[src/rtl/core/rse_pkg.sv]
// Shared constants, types and helpers for the Roberts/Sobel edge magnitude block.
`default_nettype none

package rse_pkg;

	// Default sizes, handed to the top-level parameters
	localparam int MAX_COLS_DEF   = 1024;
	localparam int MAX_ROWS_DEF   = 1024;
	localparam int PIXEL_BITS_DEF = 8;

	// Configuration port
	localparam int CFG_W     = 11;
	localparam int CFG_IDX_W = 2;

	typedef enum logic [CFG_IDX_W-1:0] {
		REG_MODE = 2'd0,
		REG_COLS = 2'd1,
		REG_ROWS = 2'd2
	} reg_idx_t;

	// Register reset values
	localparam int COLS_RESET = 1024;
	localparam int ROWS_RESET = 1024;

	// Mask set select
	localparam logic MODE_ROBERTS = 1'b0;
	localparam logic MODE_SOBEL   = 1'b1;

	// Input command codes
	localparam logic CMD_PIXEL = 1'b0;
	localparam logic CMD_DRAIN = 1'b1;

	// Result width and saturation limit
	localparam int MAG_W = 12;
	localparam logic [MAG_W-1:0] MAG_MAX = 12'd4095;

	// Mask coefficients: vertical, horizontal, right diagonal, left diagonal
	typedef logic signed [2:0] coef_t;

	localparam coef_t ROB_K [4][2][2] = '{
		'{'{ 3'sd1, -3'sd1}, '{ 3'sd1, -3'sd1}},
		'{'{ 3'sd1,  3'sd1}, '{-3'sd1, -3'sd1}},
		'{'{ 3'sd1, -3'sd1}, '{-3'sd1,  3'sd1}},
		'{'{-3'sd1,  3'sd1}, '{ 3'sd1, -3'sd1}}
	};

	localparam coef_t SOB_K [4][3][3] = '{
		'{'{ 3'sd1,  3'sd0, -3'sd1}, '{ 3'sd2,  3'sd0, -3'sd2}, '{ 3'sd1,  3'sd0, -3'sd1}},
		'{'{ 3'sd1,  3'sd2,  3'sd1}, '{ 3'sd0,  3'sd0,  3'sd0}, '{-3'sd1, -3'sd2, -3'sd1}},
		'{'{ 3'sd2,  3'sd1,  3'sd0}, '{ 3'sd1,  3'sd0, -3'sd1}, '{ 3'sd0, -3'sd1, -3'sd2}},
		'{'{ 3'sd0,  3'sd1,  3'sd2}, '{-3'sd1,  3'sd0,  3'sd1}, '{-3'sd2, -3'sd1,  3'sd0}}
	};

	// Window control handed from the sequencer to the window stage
	typedef struct packed {
		logic       bypass;     // bottom of the right column is the incoming pixel
		logic       first_col;  // left column replicates the center column
		logic       last;       // result is the frame's final pixel
		logic [1:0] slot_up;    // line slot of the row above (clamped)
		logic [1:0] slot_mid;   // line slot of the center row
		logic [1:0] slot_dn;    // line slot of the row below (clamped)
	} win_ctl_t;

	// Line slots rotate through three rows
	function automatic logic [1:0] slot_next(input logic [1:0] s);
		return (s == 2'd2) ? 2'd0 : s + 2'd1;
	endfunction

	function automatic logic [1:0] slot_prev(input logic [1:0] s);
		return (s == 2'd0) ? 2'd2 : s - 2'd1;
	endfunction

endpackage

`default_nettype wire

[src/rtl/core/rse_ctrl.sv]
// Configuration registers and raster sequencer: input/output positions and line addressing.
`default_nettype none

module rse_ctrl
	import rse_pkg::*;
#(
	parameter int MAX_COLS = MAX_COLS_DEF,
	parameter int MAX_ROWS = MAX_ROWS_DEF,
	localparam int COL_W = $clog2(MAX_COLS),
	localparam int ROW_W = $clog2(MAX_ROWS)
) (
	input  logic                 clk,
	input  logic                 arst_n,
	input  logic                 cfg_en,
	input  logic [CFG_IDX_W-1:0] cfg_addr,
	input  logic [CFG_W-1:0]     cfg_data,
	input  logic                 acc,
	input  logic                 command,
	output logic                 mode,
	output logic                 produce,
	output logic                 wr_en,
	output logic [1:0]           wr_slot,
	output logic [COL_W-1:0]     wr_addr,
	output logic [COL_W-1:0]     rd_addr_a,
	output logic [COL_W-1:0]     rd_addr_b,
	output win_ctl_t             ctl
);

	localparam int COLS_RST_EFF = (COLS_RESET > MAX_COLS) ? MAX_COLS : COLS_RESET;
	localparam int ROWS_RST_EFF = (ROWS_RESET > MAX_ROWS) ? MAX_ROWS : ROWS_RESET;

	logic             mode_q;
	logic [COL_W-1:0] col_last_q;
	logic [ROW_W-1:0] row_last_q;
	logic [COL_W-1:0] in_col_q;
	logic [ROW_W-1:0] in_row_q;
	logic [1:0]       in_slot_q;
	logic             in_done_q;
	logic [COL_W-1:0] out_col_q;
	logic [ROW_W-1:0] out_row_q;
	logic [1:0]       out_slot_q;

	logic [31:0]      cfg_val;
	logic [COL_W-1:0] col_last_new;
	logic [ROW_W-1:0] row_last_new;
	logic             restart;
	logic             pix_take;
	logic             pix_out;
	logic             drain_out;
	logic             out_end;
	logic             last;

	// Clamp written sizes into 1..MAX, kept as last index
	always_comb begin
		cfg_val = 32'(cfg_data);
		if (cfg_val == 32'd0) begin
			col_last_new = '0;
			row_last_new = '0;
		end else begin
			if (cfg_val > 32'(MAX_COLS)) begin
				col_last_new = COL_W'(MAX_COLS - 1);
			end else begin
				col_last_new = COL_W'(cfg_val - 32'd1);
			end
			if (cfg_val > 32'(MAX_ROWS)) begin
				row_last_new = ROW_W'(MAX_ROWS - 1);
			end else begin
				row_last_new = ROW_W'(cfg_val - 32'd1);
			end
		end
	end

	assign restart = cfg_en && (cfg_addr == REG_COLS || cfg_addr == REG_ROWS);

	// Decide what the offered item does
	always_comb begin
		pix_take  = (command == CMD_PIXEL) && !in_done_q;
		pix_out   = pix_take && ((in_row_q > ROW_W'(1)) ||
		            (in_row_q == ROW_W'(1) && in_col_q != '0));
		drain_out = (command == CMD_DRAIN) && in_done_q;
		out_end   = (out_row_q == row_last_q) && (out_col_q == col_last_q);
		last      = drain_out && out_end;
		produce   = pix_out || drain_out;
	end

	// Line store addressing for the result position
	always_comb begin
		wr_en     = acc && pix_take;
		wr_slot   = in_slot_q;
		wr_addr   = in_col_q;
		rd_addr_b = out_col_q;
		rd_addr_a = (out_col_q == col_last_q) ? out_col_q : out_col_q + COL_W'(1);

		ctl.bypass    = pix_out && (in_col_q != '0);
		ctl.first_col = (out_col_q == '0);
		ctl.last      = last;
		ctl.slot_mid  = out_slot_q;
		ctl.slot_up   = (out_row_q == '0) ? out_slot_q : slot_prev(out_slot_q);
		ctl.slot_dn   = (out_row_q == row_last_q) ? out_slot_q : slot_next(out_slot_q);
	end

	assign mode = mode_q;

	// Hold configuration and advance positions on each transfer
	always_ff @(posedge clk or negedge arst_n) begin
		if (!arst_n) begin
			mode_q     <= MODE_SOBEL;
			col_last_q <= COL_W'(COLS_RST_EFF - 1);
			row_last_q <= ROW_W'(ROWS_RST_EFF - 1);
			in_col_q   <= '0;
			in_row_q   <= '0;
			in_slot_q  <= 2'd0;
			in_done_q  <= 1'b0;
			out_col_q  <= '0;
			out_row_q  <= '0;
			out_slot_q <= 2'd0;
		end else begin
			if (cfg_en) begin
				unique case (cfg_addr)
					REG_MODE: mode_q     <= cfg_data[0];
					REG_COLS: col_last_q <= col_last_new;
					REG_ROWS: row_last_q <= row_last_new;
					default: ;
				endcase
			end

			if (restart || (acc && last)) begin
				in_col_q   <= '0;
				in_row_q   <= '0;
				in_slot_q  <= 2'd0;
				in_done_q  <= 1'b0;
				out_col_q  <= '0;
				out_row_q  <= '0;
				out_slot_q <= 2'd0;
			end else if (acc) begin
				// advance input position
				if (pix_take) begin
					if (in_col_q == col_last_q) begin
						in_col_q <= '0;
						if (in_row_q == row_last_q) begin
							in_done_q <= 1'b1;
						end else begin
							in_row_q  <= in_row_q + ROW_W'(1);
							in_slot_q <= slot_next(in_slot_q);
						end
					end else begin
						in_col_q <= in_col_q + COL_W'(1);
					end
				end
				// advance output position
				if (produce) begin
					if (out_col_q == col_last_q) begin
						out_col_q  <= '0;
						out_row_q  <= out_row_q + ROW_W'(1);
						out_slot_q <= slot_next(out_slot_q);
					end else begin
						out_col_q <= out_col_q + COL_W'(1);
					end
				end
			end
		end
	end

endmodule

`default_nettype wire

[config.mk]
export PLATFORM = sky130hd
export DESIGN_NAME = rse_ctrl
export DESIGN_NICKNAME = d
export VERILOG_FILES = /design/src/rtl/core/rse_pkg.sv /design/src/rtl/core/rse_ctrl.sv
export SDC_FILE = /design/constraint.sdc
export NUM_CORES = 1
export LEC_CHECK = 0
export BUFFER_PORTS_ARGS = -buffer_cell sky130_fd_sc_hd__buf_2
export CAP_MARGIN = 20
export CORE_AREA = 4 4 81 140
export CTS_BUF_LIST = sky130_fd_sc_hd__clkbuf_8
export DETAILED_ROUTE_END_ITERATION = 10
export DIE_AREA = 0 0 85 144
export PLACE_DENSITY = 0.67
export SLEW_MARGIN = 10
export SYNTH_ARGS = -nofsm -noshare
export SYNTH_HDL_FRONTEND = slang
export SYNTH_SLANG_ARGS = --single-unit
[constraint.sdc]
create_clock -name clk -period 2.33 [get_ports clk]
set_input_delay 0.233 -clock clk [delete_from_list [all_inputs] [get_ports clk]]
set_output_delay 0.233 -clock clk [all_outputs]
set_load 0.05 [all_outputs]
==> impl_results.md <==
* Number of global-route vias before repair at 4,281
* Setup TNS at -2.14 ns
* Leak at 0.00288 uW
* R2R depth at 9
* CTS root buffer: clkbuf_8
* Failing checks: setup timing
* Layout Area Growth over Synthesis at 36.8%
* First-pass GRT wire length at approximately 21 mm
* Layout cells sized above 1 at 0.396
* Gr usage total at 0.215
* Leading cell types by count after synthesis: 59 x nand2_1, 45 x dfrtp_1, 45 x nor2_1, 34 x xor2_1
* CP top delay family: simple AND/OR/NAND/NOR gates
* Reg2reg end: in_row_q[3]
* F_max at 396 MHz
* Asr flop ratio synth at 1.00
* Initial antenna violation count at 0
* Logic pwr share at 0.203
* Detailed Route WL at about 14 mm
* Synth area leader: dfrtp_1
* DIE WIDTH at between 80 and 90 um
* Status: complete, but fails checks
* FP Rows at slightly below 50
* Final setup viols at 31
* Max FO, Critical Path at 2
* Worst setup margin at -0.196 ns
* HP Class: in -> reg
* Syn_area_per_cell at about 9 um^2
* Initial Util at 0.444
* Avg WL per Cell at between 15 and 20 um
* Sw frac at 0.304
* Setup crit start kind: register
* Syn Inst Count at roughly 520
* Reg2Reg Setup Slack at -0.10 ns
* Post-layout nets at between 600 and 700
* VDD IR max at roughly 350 uV
* Tmin final at between 2 and 3 ns
* WP buf/inv at 3
* Largest net degree at the start of global routing at 50
* Port bufs at 61
* Mapped Area at 4550 um^2
* Yosys warnings at 0
* Initial DRC Count at 250
* Int Pwr at 2160 uW
* Top cells by area, synth: dfrtp_1 25%, dfstp_2 12%, xor2_1 6.5%
* N_diodes at 0
* Slowest CP cell: dfstp_2
* Worst rel slew slack at 0.568
* Final count of hold timing violations at 0
* Worst-path clk slew at 0.08 ns
* Drt first pass iters at 4
* Clock skew at ~0.011 ns
* Synth top area share at 0.248
* Max_cap viols at 0
* Max Root-Sink Buffers at 2
* TritonCTS Buffers at 9
* Pwr/cell area at roughly 500 nW/um^2
* Most common cell in the synthesized netlist: nand2_1
* Worst path most repeated cell: buf_6
* P_sw at between 900 and 1000 uW
* Gp weighted congestion at approximately 0.91
* Total Power at slightly above 3000 uW
* Residual DRC at 0
* Num Clock Sinks at 66
* RSZ-0062 raised after global routing: true
* Core area at a little over 10,000 um^2
* Crit path depth at 8
* ANT nets after route at 0
* Via Count at 4,320
* Min Hold Slack at around 0.15 ns
* Yosys cell types at 58
* CTS tree: yes
* Final period util at 1.08
* Seq cells post-synth at 66
* Die area at between 10,000 and 15,000 um^2
* CP Cell Sequence: xor2_2 -> nor4_2 -> and4_4 -> buf_6 -> buf_6 -> nor2_2 -> xor2_1 -> buf_4
* Worst Hold Launch: cfg_data[0]
* Mapped Nets at 553
* Sequential fraction of the synthesis area at 0.369
* CP Launch Point: col_last_q[4]
* Required @ worst endpoint at roughly 2.1 ns
* Worst r2r src: col_last_q[4]
* H-tree depth at 3
* CP Capture Point: rd_addr_a[3]
* Clock Latency Late Sink at roughly 0.36 ns
* IO Pins at 62
* Clk network pwr share at 0.353
* Slew @ Worst Pin at between 0.6 and 0.7 ns
* Most common flop cell mapped by yosys: dfrtp_1
* Via density at between 5 and 6
* Crit path DAT at 2.29 ns
* Register share of total power at 0.444
* Die Y-Extent at approximately 140 um
* Critical Path End Type: primary output
* HPWL Detailed at 9.26 mm
* Worst Setup Path Type: reg -> out
* GRT overflow at 0
* Max stage delay on crit path at 0.57 ns
* EDFF count, synth at 0
* Final Util at 0.607
* Slew Viols, Final at 0
-- state kept, by name, indices dropped and copies added, names as in the netlist, 2 cells and up --
signal	flops
col_last_q	10
in_row_q	10
out_row_q	10
out_slot_q	2
rd_addr_b	10
row_last_q	10
wr_addr	10
wr_slot	2
-- tightest hold or removal path, delay by kind of cell --
family	cells	cell delay, ns
AOI/OAI and AO/OA	1	0.08
buffers and inverters	2	0.19
-- cell families after synthesis --
family / after synthesis / synth area share
simple gates: 215 / 0.247
compound gates: 91 / 0.135
flops: 66 / 0.369
xor+xnor: 63 / 0.121
buf+inv: 56 / 0.0570
fa+ha+maj: 18 / 0.0493
mux: 9 / 0.0217
-- layout make-up --
class                      instances  area [um^2]
inverter                          24          101
multi-input combinational        396         2980
sequential                        66         1690
fill                             857         4020
tap                              127          159
clock buffer                      10          138
timing repair buffer             134         1070
clock inverter                     6         81.3
-- stage by stage --
| step | std cells | setup WS [ns] | area (um^2) |
|---|---|---|---|
| detailed placement | 710 | -0.0219 | 5240 |
| finish | 763 | -0.196 | 6220 |
| CTS | 747 | -0.111 | 5840 |
| floorplan | 518 | -0.288 | 4640 |
| global route | 763 | -0.308 | 6220 |
| global placement | 710 | -0.0141 | 5240 |
-- metal layers --
metal  part of all wire  track usage  vias up
met3              0.048       0.0393       47
met1               0.36        0.225     2096
met2               0.55        0.389      140
met5                  0            0        -
met4              0.050        0.138        0
li1                   -            -     2037
-- layout by cell type, fill, tap and decap left out, types with 8 or more instances in the layout --
cell type / Yosys / final
a21oi_1: 18 / 17
xnor2_1: 29 / 25
buf_2: 17 / 46
ha_1: 17 / 15
xor2_1: 34 / 29
dfrtp_1: 45 / 37
o21ai_0: 29 / 24
buf_6: 3 / 22
nand3_1: 25 / 24
nand4_1: 12 / 12
dfstp_2: 21 / 21
clkbuf_8: 0 / 10
nor3_1: 15 / 13
buf_4: 1 / 54
dfrtp_2: 0 / 8
nor2_1: 45 / 34
nand2_1: 59 / 55
inv_1: 23 / 23
-- timing repair --
| action | CTS | global route |
|---|---|---|
| endpoints found under the hold margin | 17 | 0 |
| hold buffers | 1 | 0 |
| pin swaps | 9 | 23 |
| resized for setup | 54 | 58 |
| cloned | 0 | 4 |
| setup buffers | 20 | 12 |
| endpoints found under the setup margin | 19 | 46 |
-- power by group through the flow --
stage,Clock (uW),Sequential [uW],Combinational [uW]
after global routing,1170,1390,685
after CTS,1120,1380,542
after global placement,0,1410,496
final,1100,1380,632
after detailed placement,0,1410,507
after floorplan,0,1430,297
-- worst min path at each step --
stage                     slack, ns           end  cells past startpoint
after floorplan               -0.06     in_done_q                      0
after global placement         0.21  out_row_q[8]                      1
after detailed placement       0.21  out_row_q[7]                      1
after CTS                      0.13          mode                      3
after global routing           0.17          mode                      3
final                          0.15          mode                      3
Note: power is estimated with default switching activity, not from simulation.
