[src/rtl/core/rse_pkg.sv]
// Shared constants, types and helpers for the Roberts/Sobel edge magnitude block.
`default_nettype none

package rse_pkg;

	// Default sizes, handed to the top-level parameters
	localparam int MAX_COLS_DEF   = 1024;
	localparam int MAX_ROWS_DEF   = 1024;
	localparam int PIXEL_BITS_DEF = 8;

	// Configuration port
	localparam int CFG_W     = 11;
	localparam int CFG_IDX_W = 2;

	typedef enum logic [CFG_IDX_W-1:0] {
		REG_MODE = 2'd0,
		REG_COLS = 2'd1,
		REG_ROWS = 2'd2
	} reg_idx_t;

	// Register reset values
	localparam int COLS_RESET = 1024;
	localparam int ROWS_RESET = 1024;

	// Mask set select
	localparam logic MODE_ROBERTS = 1'b0;
	localparam logic MODE_SOBEL   = 1'b1;

	// Input command codes
	localparam logic CMD_PIXEL = 1'b0;
	localparam logic CMD_DRAIN = 1'b1;

	// Result width and saturation limit
	localparam int MAG_W = 12;
	localparam logic [MAG_W-1:0] MAG_MAX = 12'd4095;

	// Mask coefficients: vertical, horizontal, right diagonal, left diagonal
	typedef logic signed [2:0] coef_t;

	localparam coef_t ROB_K [4][2][2] = '{
		'{'{ 3'sd1, -3'sd1}, '{ 3'sd1, -3'sd1}},
		'{'{ 3'sd1,  3'sd1}, '{-3'sd1, -3'sd1}},
		'{'{ 3'sd1, -3'sd1}, '{-3'sd1,  3'sd1}},
		'{'{-3'sd1,  3'sd1}, '{ 3'sd1, -3'sd1}}
	};

	localparam coef_t SOB_K [4][3][3] = '{
		'{'{ 3'sd1,  3'sd0, -3'sd1}, '{ 3'sd2,  3'sd0, -3'sd2}, '{ 3'sd1,  3'sd0, -3'sd1}},
		'{'{ 3'sd1,  3'sd2,  3'sd1}, '{ 3'sd0,  3'sd0,  3'sd0}, '{-3'sd1, -3'sd2, -3'sd1}},
		'{'{ 3'sd2,  3'sd1,  3'sd0}, '{ 3'sd1,  3'sd0, -3'sd1}, '{ 3'sd0, -3'sd1, -3'sd2}},
		'{'{ 3'sd0,  3'sd1,  3'sd2}, '{-3'sd1,  3'sd0,  3'sd1}, '{-3'sd2, -3'sd1,  3'sd0}}
	};

	// Window control handed from the sequencer to the window stage
	typedef struct packed {
		logic       bypass;     // bottom of the right column is the incoming pixel
		logic       first_col;  // left column replicates the center column
		logic       last;       // result is the frame's final pixel
		logic [1:0] slot_up;    // line slot of the row above (clamped)
		logic [1:0] slot_mid;   // line slot of the center row
		logic [1:0] slot_dn;    // line slot of the row below (clamped)
	} win_ctl_t;

	// Line slots rotate through three rows
	function automatic logic [1:0] slot_next(input logic [1:0] s);
		return (s == 2'd2) ? 2'd0 : s + 2'd1;
	endfunction

	function automatic logic [1:0] slot_prev(input logic [1:0] s);
		return (s == 2'd0) ? 2'd2 : s - 2'd1;
	endfunction

endpackage

`default_nettype wire

[src/rtl/core/rse_edge_calc.sv]
// Window assembly and four-mask magnitude with saturation.
`default_nettype none

module rse_edge_calc
	import rse_pkg::*;
#(
	parameter int PIXEL_BITS = PIXEL_BITS_DEF
) (
	input  logic                  clk,
	input  logic                  mode,
	input  logic                  adv,
	input  win_ctl_t              ctl,
	input  logic [PIXEL_BITS-1:0] pix,
	input  logic [PIXEL_BITS-1:0] col_a [3],
	input  logic [PIXEL_BITS-1:0] col_b [3],
	output logic [MAG_W-1:0]      magnitude
);

	localparam int RESP_W = PIXEL_BITS + 4;
	localparam int SUM_W  = PIXEL_BITS + 5;
	localparam int CMP_W  = (SUM_W > MAG_W) ? SUM_W : MAG_W;

	logic [1:0]               slot [3];
	logic [PIXEL_BITS-1:0]    w [3][3];
	logic [PIXEL_BITS-1:0]    prev_q [3];
	logic signed [RESP_W-1:0] resp [4];
	logic [SUM_W-1:0]         abs_r [4];
	logic [SUM_W-1:0]         total;
	logic [CMP_W-1:0]         total_w;

	assign slot[0] = ctl.slot_up;
	assign slot[1] = ctl.slot_mid;
	assign slot[2] = ctl.slot_dn;

	// Build the 3x3 window: rows up/mid/down, columns left/center/right
	always_comb begin
		for (int a = 0; a < 3; a++) begin
			w[a][2] = col_a[slot[a]];
			w[a][1] = col_b[slot[a]];
			w[a][0] = ctl.first_col ? col_b[slot[a]] : prev_q[a];
		end
		if (ctl.bypass) begin
			w[2][2] = pix;
		end
	end

	// Keep the center column as the next result's left column
	always_ff @(posedge clk) begin
		if (adv) begin
			for (int a = 0; a < 3; a++) begin
				prev_q[a] <= w[a][1];
			end
		end
	end

	// Apply the four masks and sum their absolute responses
	always_comb begin
		for (int k = 0; k < 4; k++) begin
			resp[k] = '0;
			if (mode == MODE_ROBERTS) begin
				for (int a = 0; a < 2; a++) begin
					for (int b = 0; b < 2; b++) begin
						resp[k] = resp[k] + RESP_W'($signed({1'b0, w[a+1][b+1]})) *
						          RESP_W'(ROB_K[k][a][b]);
					end
				end
			end else begin
				for (int a = 0; a < 3; a++) begin
					for (int b = 0; b < 3; b++) begin
						resp[k] = resp[k] + RESP_W'($signed({1'b0, w[a][b]})) *
						          RESP_W'(SOB_K[k][a][b]);
					end
				end
			end
			abs_r[k] = resp[k][RESP_W-1] ? SUM_W'(-resp[k]) : SUM_W'(resp[k]);
		end
		total   = abs_r[0] + abs_r[1] + abs_r[2] + abs_r[3];
		total_w = CMP_W'(total);
		magnitude = (total_w > CMP_W'(MAG_MAX)) ? MAG_MAX : MAG_W'(total_w);
	end

endmodule

`default_nettype wire

[config.mk]
export PLATFORM = sky130hd
export DESIGN_NAME = rse_edge_calc
export DESIGN_NICKNAME = d
export VERILOG_FILES = /design/src/rtl/core/rse_pkg.sv /design/src/rtl/core/rse_edge_calc.sv
export SDC_FILE = /design/constraint.sdc
export NUM_CORES = 1
export LEC_CHECK = 0
export ABC_AREA = 0
export BUFFER_PORTS_ARGS = -buffer_cell sky130_fd_sc_hd__buf_4
export CORE_AREA = 2 2 239 241
export DETAILED_ROUTE_END_ITERATION = 7
export DIE_AREA = 0 0 241 243
export GPL_TIMING_DRIVEN = 0
export PLACE_DENSITY = 0.49
export SETUP_SLACK_MARGIN = 0.2
export SYNTH_ARGS = -nofsm -noshare
export SYNTH_HDL_FRONTEND = slang
export SYNTH_SLANG_ARGS = --single-unit
[constraint.sdc]
create_clock -name clk -period 17.7 [get_ports clk]
set_input_delay 2.655 -clock clk [delete_from_list [all_inputs] [get_ports clk]]
set_output_delay 2.655 -clock clk [all_outputs]
set_load 0.02 [all_outputs]
==> implementation parameters, run 1 <==
Parameter                              Value

CTS
  Clock-pin slew on the worst setup and hold paths ... 80 ps
  Clock root cell ... sky130_fd_sc_hd__clkbuf_16
  Clock tree from TritonCTS ... done
  H-tree lvl count ... 1
  Number of clock sinks seen by CTS ... 24
  Inserted Clock Buffers ... 3
  Buffer levels on the longest clock path ... 2

Synth
  #FFs+latches synth ... 24
  Netlist cell types ... 71
  Synthesized Nets ... 2052
  Leading post-synthesis cells by cell area ... sky130_fd_sc_hd__fa_1 (26%), sky130_fd_sc_hd__ha_1 (16%), sky130_fd_sc_hd__inv_1 (9.0%)
  Post-Synthesis Cell Area ... 13800 um2
  Number of enable flip-flop cells after synthesis ... 24
  Share of the synthesized area in the top cell type ... 0.259
  Synthesized instance count ... 1630
  Commonest cells post-synth ... sky130_fd_sc_hd__inv_1 (332), sky130_fd_sc_hd__fa_1 (179), sky130_fd_sc_hd__ha_1 (175)
  Cell with the most instances after synthesis ... sky130_fd_sc_hd__inv_1
  Most common flop cell mapped by yosys ... sky130_fd_sc_hd__edfxtp_1
  Register area share after synthesis ... 0.0521
  Post-synthesis async set-or-reset flop share ... 0
  Number of warnings reported in the yosys synthesis log ... 0
  Mean cell area of the mapped netlist ... 8.49 um2
  Top cell type by total area after synthesis ... sky130_fd_sc_hd__fa_1

Global routing
  Global-route usage over all layers ... 0.162
  Number of global-route vias before repair ... 12.1k
  Antenna violations before repair ... 0
  Maximum number of pins on one net before global-route repair ... 25
  First-pass GRT wire length ... 71700 um
  Grt total ovfl ... 0

Run
  Max_cap viols ... 0

Final layout
  Biggest registers after layout ... prev_q: 24 flops
  Share of layout cells above drive strength 1 ... 0.0756
  Diode insertion count for antenna repair ... 0
  Cell Count, Final, Fillers Out ... 2462
  Most flop-heavy register ... prev_q
  Post-route design area ... 15400 um2
  Max FFs per register ... 24
  Final-stage net count ... 2130
  Area growth from synthesis to layout ... 11.5%

Routing
  Detailed-route DRC error count ... 0
  Iteration-0 DRC Markers ... 735
  Total Wirelength ... 45900 um
  Residual antenna-violating net count after detailed routing ... 0
  Routed via count ... 11.5k
  Vias per cell ... 4.66
  Post-detailed-route wirelength per cell ... 18.7 um
  Drt pass-1 iters ... 5

Floorplan
  Area enclosed by the die boundary ... 58600 um2
  Chip width ... 241 um
  Std-Cell Core Area ... 56000 um2
  Number of top-level design ports ... 80
  Vertical die dimension ... 243 um
  Number of core rows ... 87
  Initial Utilization ... 0.247

Critical path
  Data arrival time of the critical path ... 13890 ps
  Crit path max-delay cell type ... sky130_fd_sc_hd__fa_1
  CP Class ... in2out
  Worst endpoint required time ... 15050 ps
  Element type at the critical path start ... primary input
  Max FO, Critical Path ... 10
  Crit-path max cell delay ... 560 ps
  Crit end category ... primary output

Timing
  Final critical path time including I/O delays and setup ... 16550 ps
  RSZ-0062 raised after global routing ... no
  Final clock period utilization by the worst path ... 0.935
  Setup Total Neg Slack ... 0 ps
  Worst max-slew margin expressed relative to the limit ... 0.159
  Max Clk Rate ... 0.0604 GHz
  Slack of the critical path ... 1150 ps
  Setup Viol. Count Final ... 0
  Final-report max-slew violation count ... 0
  Final Hold Vio Count ... 0
  Measured slew at the worst slew-check pin ... 1260 ps

Place
  Port Buffer Count ... 73
  Area after detailed placement ... 15300 um2
  Detailed-placement wirelength estimate ... 40900 um
  Placed cell count ... 2459
  Worst slack after detailed placement ... 463 ps
  Routability Congestion ... 0.894

Status
  Result of the run ... complete, no violations

Min path
  Path type of the worst min-delay path ... in2reg
## routing by layer
| metal | track usage | routed length (um) | vias to the layer above |
|---|---|---|---|
| li1 | - | - | 5486 |
| met1 | 0.202 | 19500 | 5655 |
| met2 | 0.285 | 22700 | 270 |
| met3 | 0.0113 | 1590 | 72 |
| met4 | 0.0659 | 2140 | 0 |
| met5 | 0 | 0 | - |
## layout make-up
cell class	count	area, um2
sequential	24	721
fill	6074	40500
tap	756	946
buffer	34	173
multi-input combinational	1238	11700
inverter	334	1250
clock buffer	3	75.1
timing repair buffer	73	548
## critical path: cells and delay by family
| family | cells | cell delay, ps |
|---|---|---|
| simple gates | 8 | 910 |
| fa+ha+maj | 9 | 3610 |
| mux | 1 | 400 |
| compound gates | 13 | 3000 |
| buf+inv | 11 | 2360 |
| xor+xnor | 4 | 930 |
## per-stage QoR
stage / hold slack (ps) / util
after floorplan: 2770 / -
after global placement: 3120 / 0.274
after detailed placement: 3120 / 0.274
after CTS: 2840 / 0.275
after global routing: 2840 / 0.276
final: 2830 / 0.276
## cells by family (layout without fill, tap and decap cells)
family | count (synthesis) | count (layout) | share of synthesized area
flops | 24 | 24 | 0.0521
buf+inv | 368 | 444 | 0.102
fa+ha+maj | 354 | 354 | 0.417
xor+xnor | 174 | 174 | 0.111
simple gates | 311 | 311 | 0.111
compound gates | 319 | 319 | 0.147
mux | 80 | 80 | 0.0595
## what timing repair did
action | in CTS | in global routing
endpoints found under the setup margin | 0 | 11
gates resized for setup | 0 | 15
hold buffers | 0 | 0
buffers inserted | 0 | 0
## final timing paths
path,startpoint,end,slack [ps],cells after the start
setup / recovery,ctl[7],magnitude[9],1150,46
hold / removal,adv,prev_q[0][6]$_DFFE_PP_,2830,1
## cell usage in the layout (no fill, tap or decap), types with 5 or more instances in the layout
master and n:
sky130_fd_sc_hd__inv_1 332, sky130_fd_sc_hd__fa_1 179, sky130_fd_sc_hd__ha_1 175, sky130_fd_sc_hd__xnor2_1 125, sky130_fd_sc_hd__a21oi_1 109, sky130_fd_sc_hd__nand2_1 85
sky130_fd_sc_hd__nor2_1 81, sky130_fd_sc_hd__o21ai_0 79, sky130_fd_sc_hd__buf_4 74, sky130_fd_sc_hd__mux2i_1 70, sky130_fd_sc_hd__xor2_1 48, sky130_fd_sc_hd__a21o_1 43
sky130_fd_sc_hd__nand2b_1 25, sky130_fd_sc_hd__edfxtp_1 24, sky130_fd_sc_hd__nor2b_1 23, sky130_fd_sc_hd__nor3_1 23, sky130_fd_sc_hd__o21bai_1 16, sky130_fd_sc_hd__and3_1 16
sky130_fd_sc_hd__nand3_1 14, sky130_fd_sc_hd__clkbuf_1 13, sky130_fd_sc_hd__o2bb2ai_1 12, sky130_fd_sc_hd__buf_2 8, sky130_fd_sc_hd__a31oi_1 8, sky130_fd_sc_hd__clkbuf_2 7
sky130_fd_sc_hd__nand3b_1 7, sky130_fd_sc_hd__mux2_2 7, sky130_fd_sc_hd__o21a_1 7, sky130_fd_sc_hd__nand4_1 7, sky130_fd_sc_hd__or2_2 6, sky130_fd_sc_hd__o211ai_1 6
sky130_fd_sc_hd__or3_1 5
Power of run 1 is left out: the tool's default activity adds up to more than one toggle a clock period on the data nets, which glitch-free logic cannot reach.
==> run 2, diff against run 1 <==
GPL_TIMING_DRIVEN = default   (was 0)
clock period = 15.7 ns   (was 17.7 ns; I/O delays follow)
==> run 2 against run 1 <==
Wire length shrank 3.4%. Sequential share of layout area is essentially flat. First-iteration DRC count shrank 13%. Via count shrank 2.5%. Final area grew 0.39%. Non-clock buffer count shrank 6. Die area is the same.
==> implementation parameters, run 2 (synthesis results as in run 1) <==
Parameter                              Value

Floorplan
  Number of top-level design ports ... 80 (unchanged)
  Chip width ... 241 um (unchanged)
  Number of core rows ... 87 (unchanged)
  Vertical die dimension ... 243 um (unchanged)
  Area enclosed by the die boundary ... 58600 um2 (unchanged)
  Initial Utilization ... 0.247 (unchanged)
  Std-Cell Core Area ... 56000 um2 (unchanged)

Routing
  Total Wirelength ... 44400 um (was 45900 um)
  Post-detailed-route wirelength per cell ... 18.1 um (was 18.7 um)
  Routed via count ... 11.2k (was 11.5k)
  Detailed-route DRC error count ... 0 (unchanged)
  Drt pass-1 iters ... 4 (was 5)
  Residual antenna-violating net count after detailed routing ... 0 (unchanged)
  Vias per cell ... 4.56 (was 4.66)
  Iteration-0 DRC Markers ... 639 (was 735)

Status
  Result of the run ... complete, no violations (unchanged)

Final layout
  Most frequent standard cell in the layout excluding fill and tap cells ... sky130_fd_sc_hd__inv_1 (unchanged)
  Most flop-heavy register ... prev_q (unchanged)
  Fill cell instance count of the final layout ... 6075 (was 6074)
  Most frequent cells in the layout ... sky130_fd_sc_hd__inv_1 (332), sky130_fd_sc_hd__fa_1 (179), sky130_fd_sc_hd__ha_1 (175) (unchanged)
  Biggest registers after layout ... prev_q: 24 flops (unchanged)
  Max FFs per register ... 24 (unchanged)
  Area growth from synthesis to layout ... 11.9% (was 11.5%)
  Diode insertion count for antenna repair ... 0 (unchanged)
  Final-stage net count ... 2124 (was 2130)
  Share of layout cells above drive strength 1 ... 0.0853 (was 0.0756)

Global routing
  Grt total ovfl ... 0 (unchanged)
  Number of global-route vias before repair ... 12.0k (was 12.1k)
  Global-route usage over all layers ... 0.155 (was 0.162)
  First-pass GRT wire length ... 69400 um (was 71700 um)
  Antenna violations before repair ... 0 (unchanged)
  Maximum number of pins on one net before global-route repair ... 75 (was 25)

Place
  Port Buffer Count ... 78 (was 73)
  Routability Congestion ... 0.879 (was 0.894)
  Detailed-placement wirelength estimate ... 39200 um (was 40900 um)

CTS
  Clock-pin slew on the worst setup and hold paths ... 70 ps (was 80 ps)
  Post-CTS Setup Repair Bufs ... 0 (unchanged)
  Inserted Clock Buffers ... 3 (unchanged)
  Clock root cell ... sky130_fd_sc_hd__clkbuf_16 (unchanged)
  Buffer levels on the longest clock path ... 2 (unchanged)
  H-tree lvl count ... 1 (unchanged)
  Number of clock sinks seen by CTS ... 24 (unchanged)
  Clock tree from TritonCTS ... done (unchanged)

Timing
  Final clock period utilization by the worst path ... 0.943
  Final critical path time including I/O delays and setup ... 14800 ps
  Measured slew at the worst slew-check pin ... 1020 ps (was 1260 ps)
  RSZ-0062 raised after global routing ... no (unchanged)
  Setup Total Neg Slack ... 0 ps (unchanged)
  Final-report max-slew violation count ... 0 (unchanged)
  Setup Viol. Count Final ... 0 (unchanged)
  Max Clk Rate ... 0.0676 GHz
  Worst max-slew margin expressed relative to the limit ... 0.312 (was 0.159)
  Final Hold Vio Count ... 0 (unchanged)

Critical path
  CP Class ... in2out (unchanged)
  Crit-path max cell delay ... 570 ps (was 560 ps)
  Kind of cell adding the most delay to the critical path ... adder cells (unchanged)
  Crit path buffers/inverters ... 9 (was 11)
  Data arrival time of the critical path ... 12450 ps (was 13890 ps)
  Max FO, Critical Path ... 17 (was 10)
  Element type at the critical path start ... primary input (unchanged)
  Crit path max-delay cell type ... sky130_fd_sc_hd__fa_1 (unchanged)
  Crit end category ... primary output (unchanged)
  Worst endpoint required time ... 13350 ps (was 15050 ps)

Min path
  Path type of the worst min-delay path ... in2reg (unchanged)

Run
  Max_cap viols ... 0 (unchanged)
[run 2: layer usage]
metal / part of all wire / track usage
met5: 0 / 0
met4: 0.046 / 0.0605
met3: 0.026 / 0.0109
met1: 0.43 / 0.190
met2: 0.50 / 0.280
[run 2: stage by stage]
step / setup slack (ps) / instances / utilization / area [um2] / hold WS, ps
floorplan: 1540 / 1630 / - / 13800 / 2470
global placement: 622 / 2453 / 0.275 / 15400 / 2830
detailed placement: 576 / 2453 / 0.275 / 15400 / 2830
CTS: 529 / 2456 / 0.276 / 15500 / 2540
global route: 205 / 2456 / 0.277 / 15500 / 2550
finish: 899 / 2456 / 0.277 / 15500 / 2530
[run 2: final timing paths]
| kind | startpoint | end | slack (ps) | cells past startpoint |
|---|---|---|---|---|
| worst max-delay path | ctl[5] | magnitude[11] | 900 | 45 |
| worst min-delay path | col_b[11] | prev_q[0][3]$_DFFE_PP_ | 2530 | 3 |
[run 2: worst min-delay path, stage by stage]
cell and delay, ps:
sky130_fd_sc_hd__buf_4 100, sky130_fd_sc_hd__nand2_1 60, sky130_fd_sc_hd__o21ai_2 150
[run 2: layout make-up]
type	instances	area [um2]	area share
repair buffers	101	758	0.0490
flip-flops and latches	24	721	0.0465
clock buffers	3	75.1	0.00485
multi-input cells	1238	11700	0.758
inverters	334	1250	0.0810
well taps	756	946	0.0611
[run 2: timing repair]
action / in CTS / in global routing
setup endpoints to repair: 0 / 12
hold endpoints to repair: 0 / 0
resized for setup: 0 / 11
hold buffers: 0 / 0
Power of run 2 is left out for the same reason.
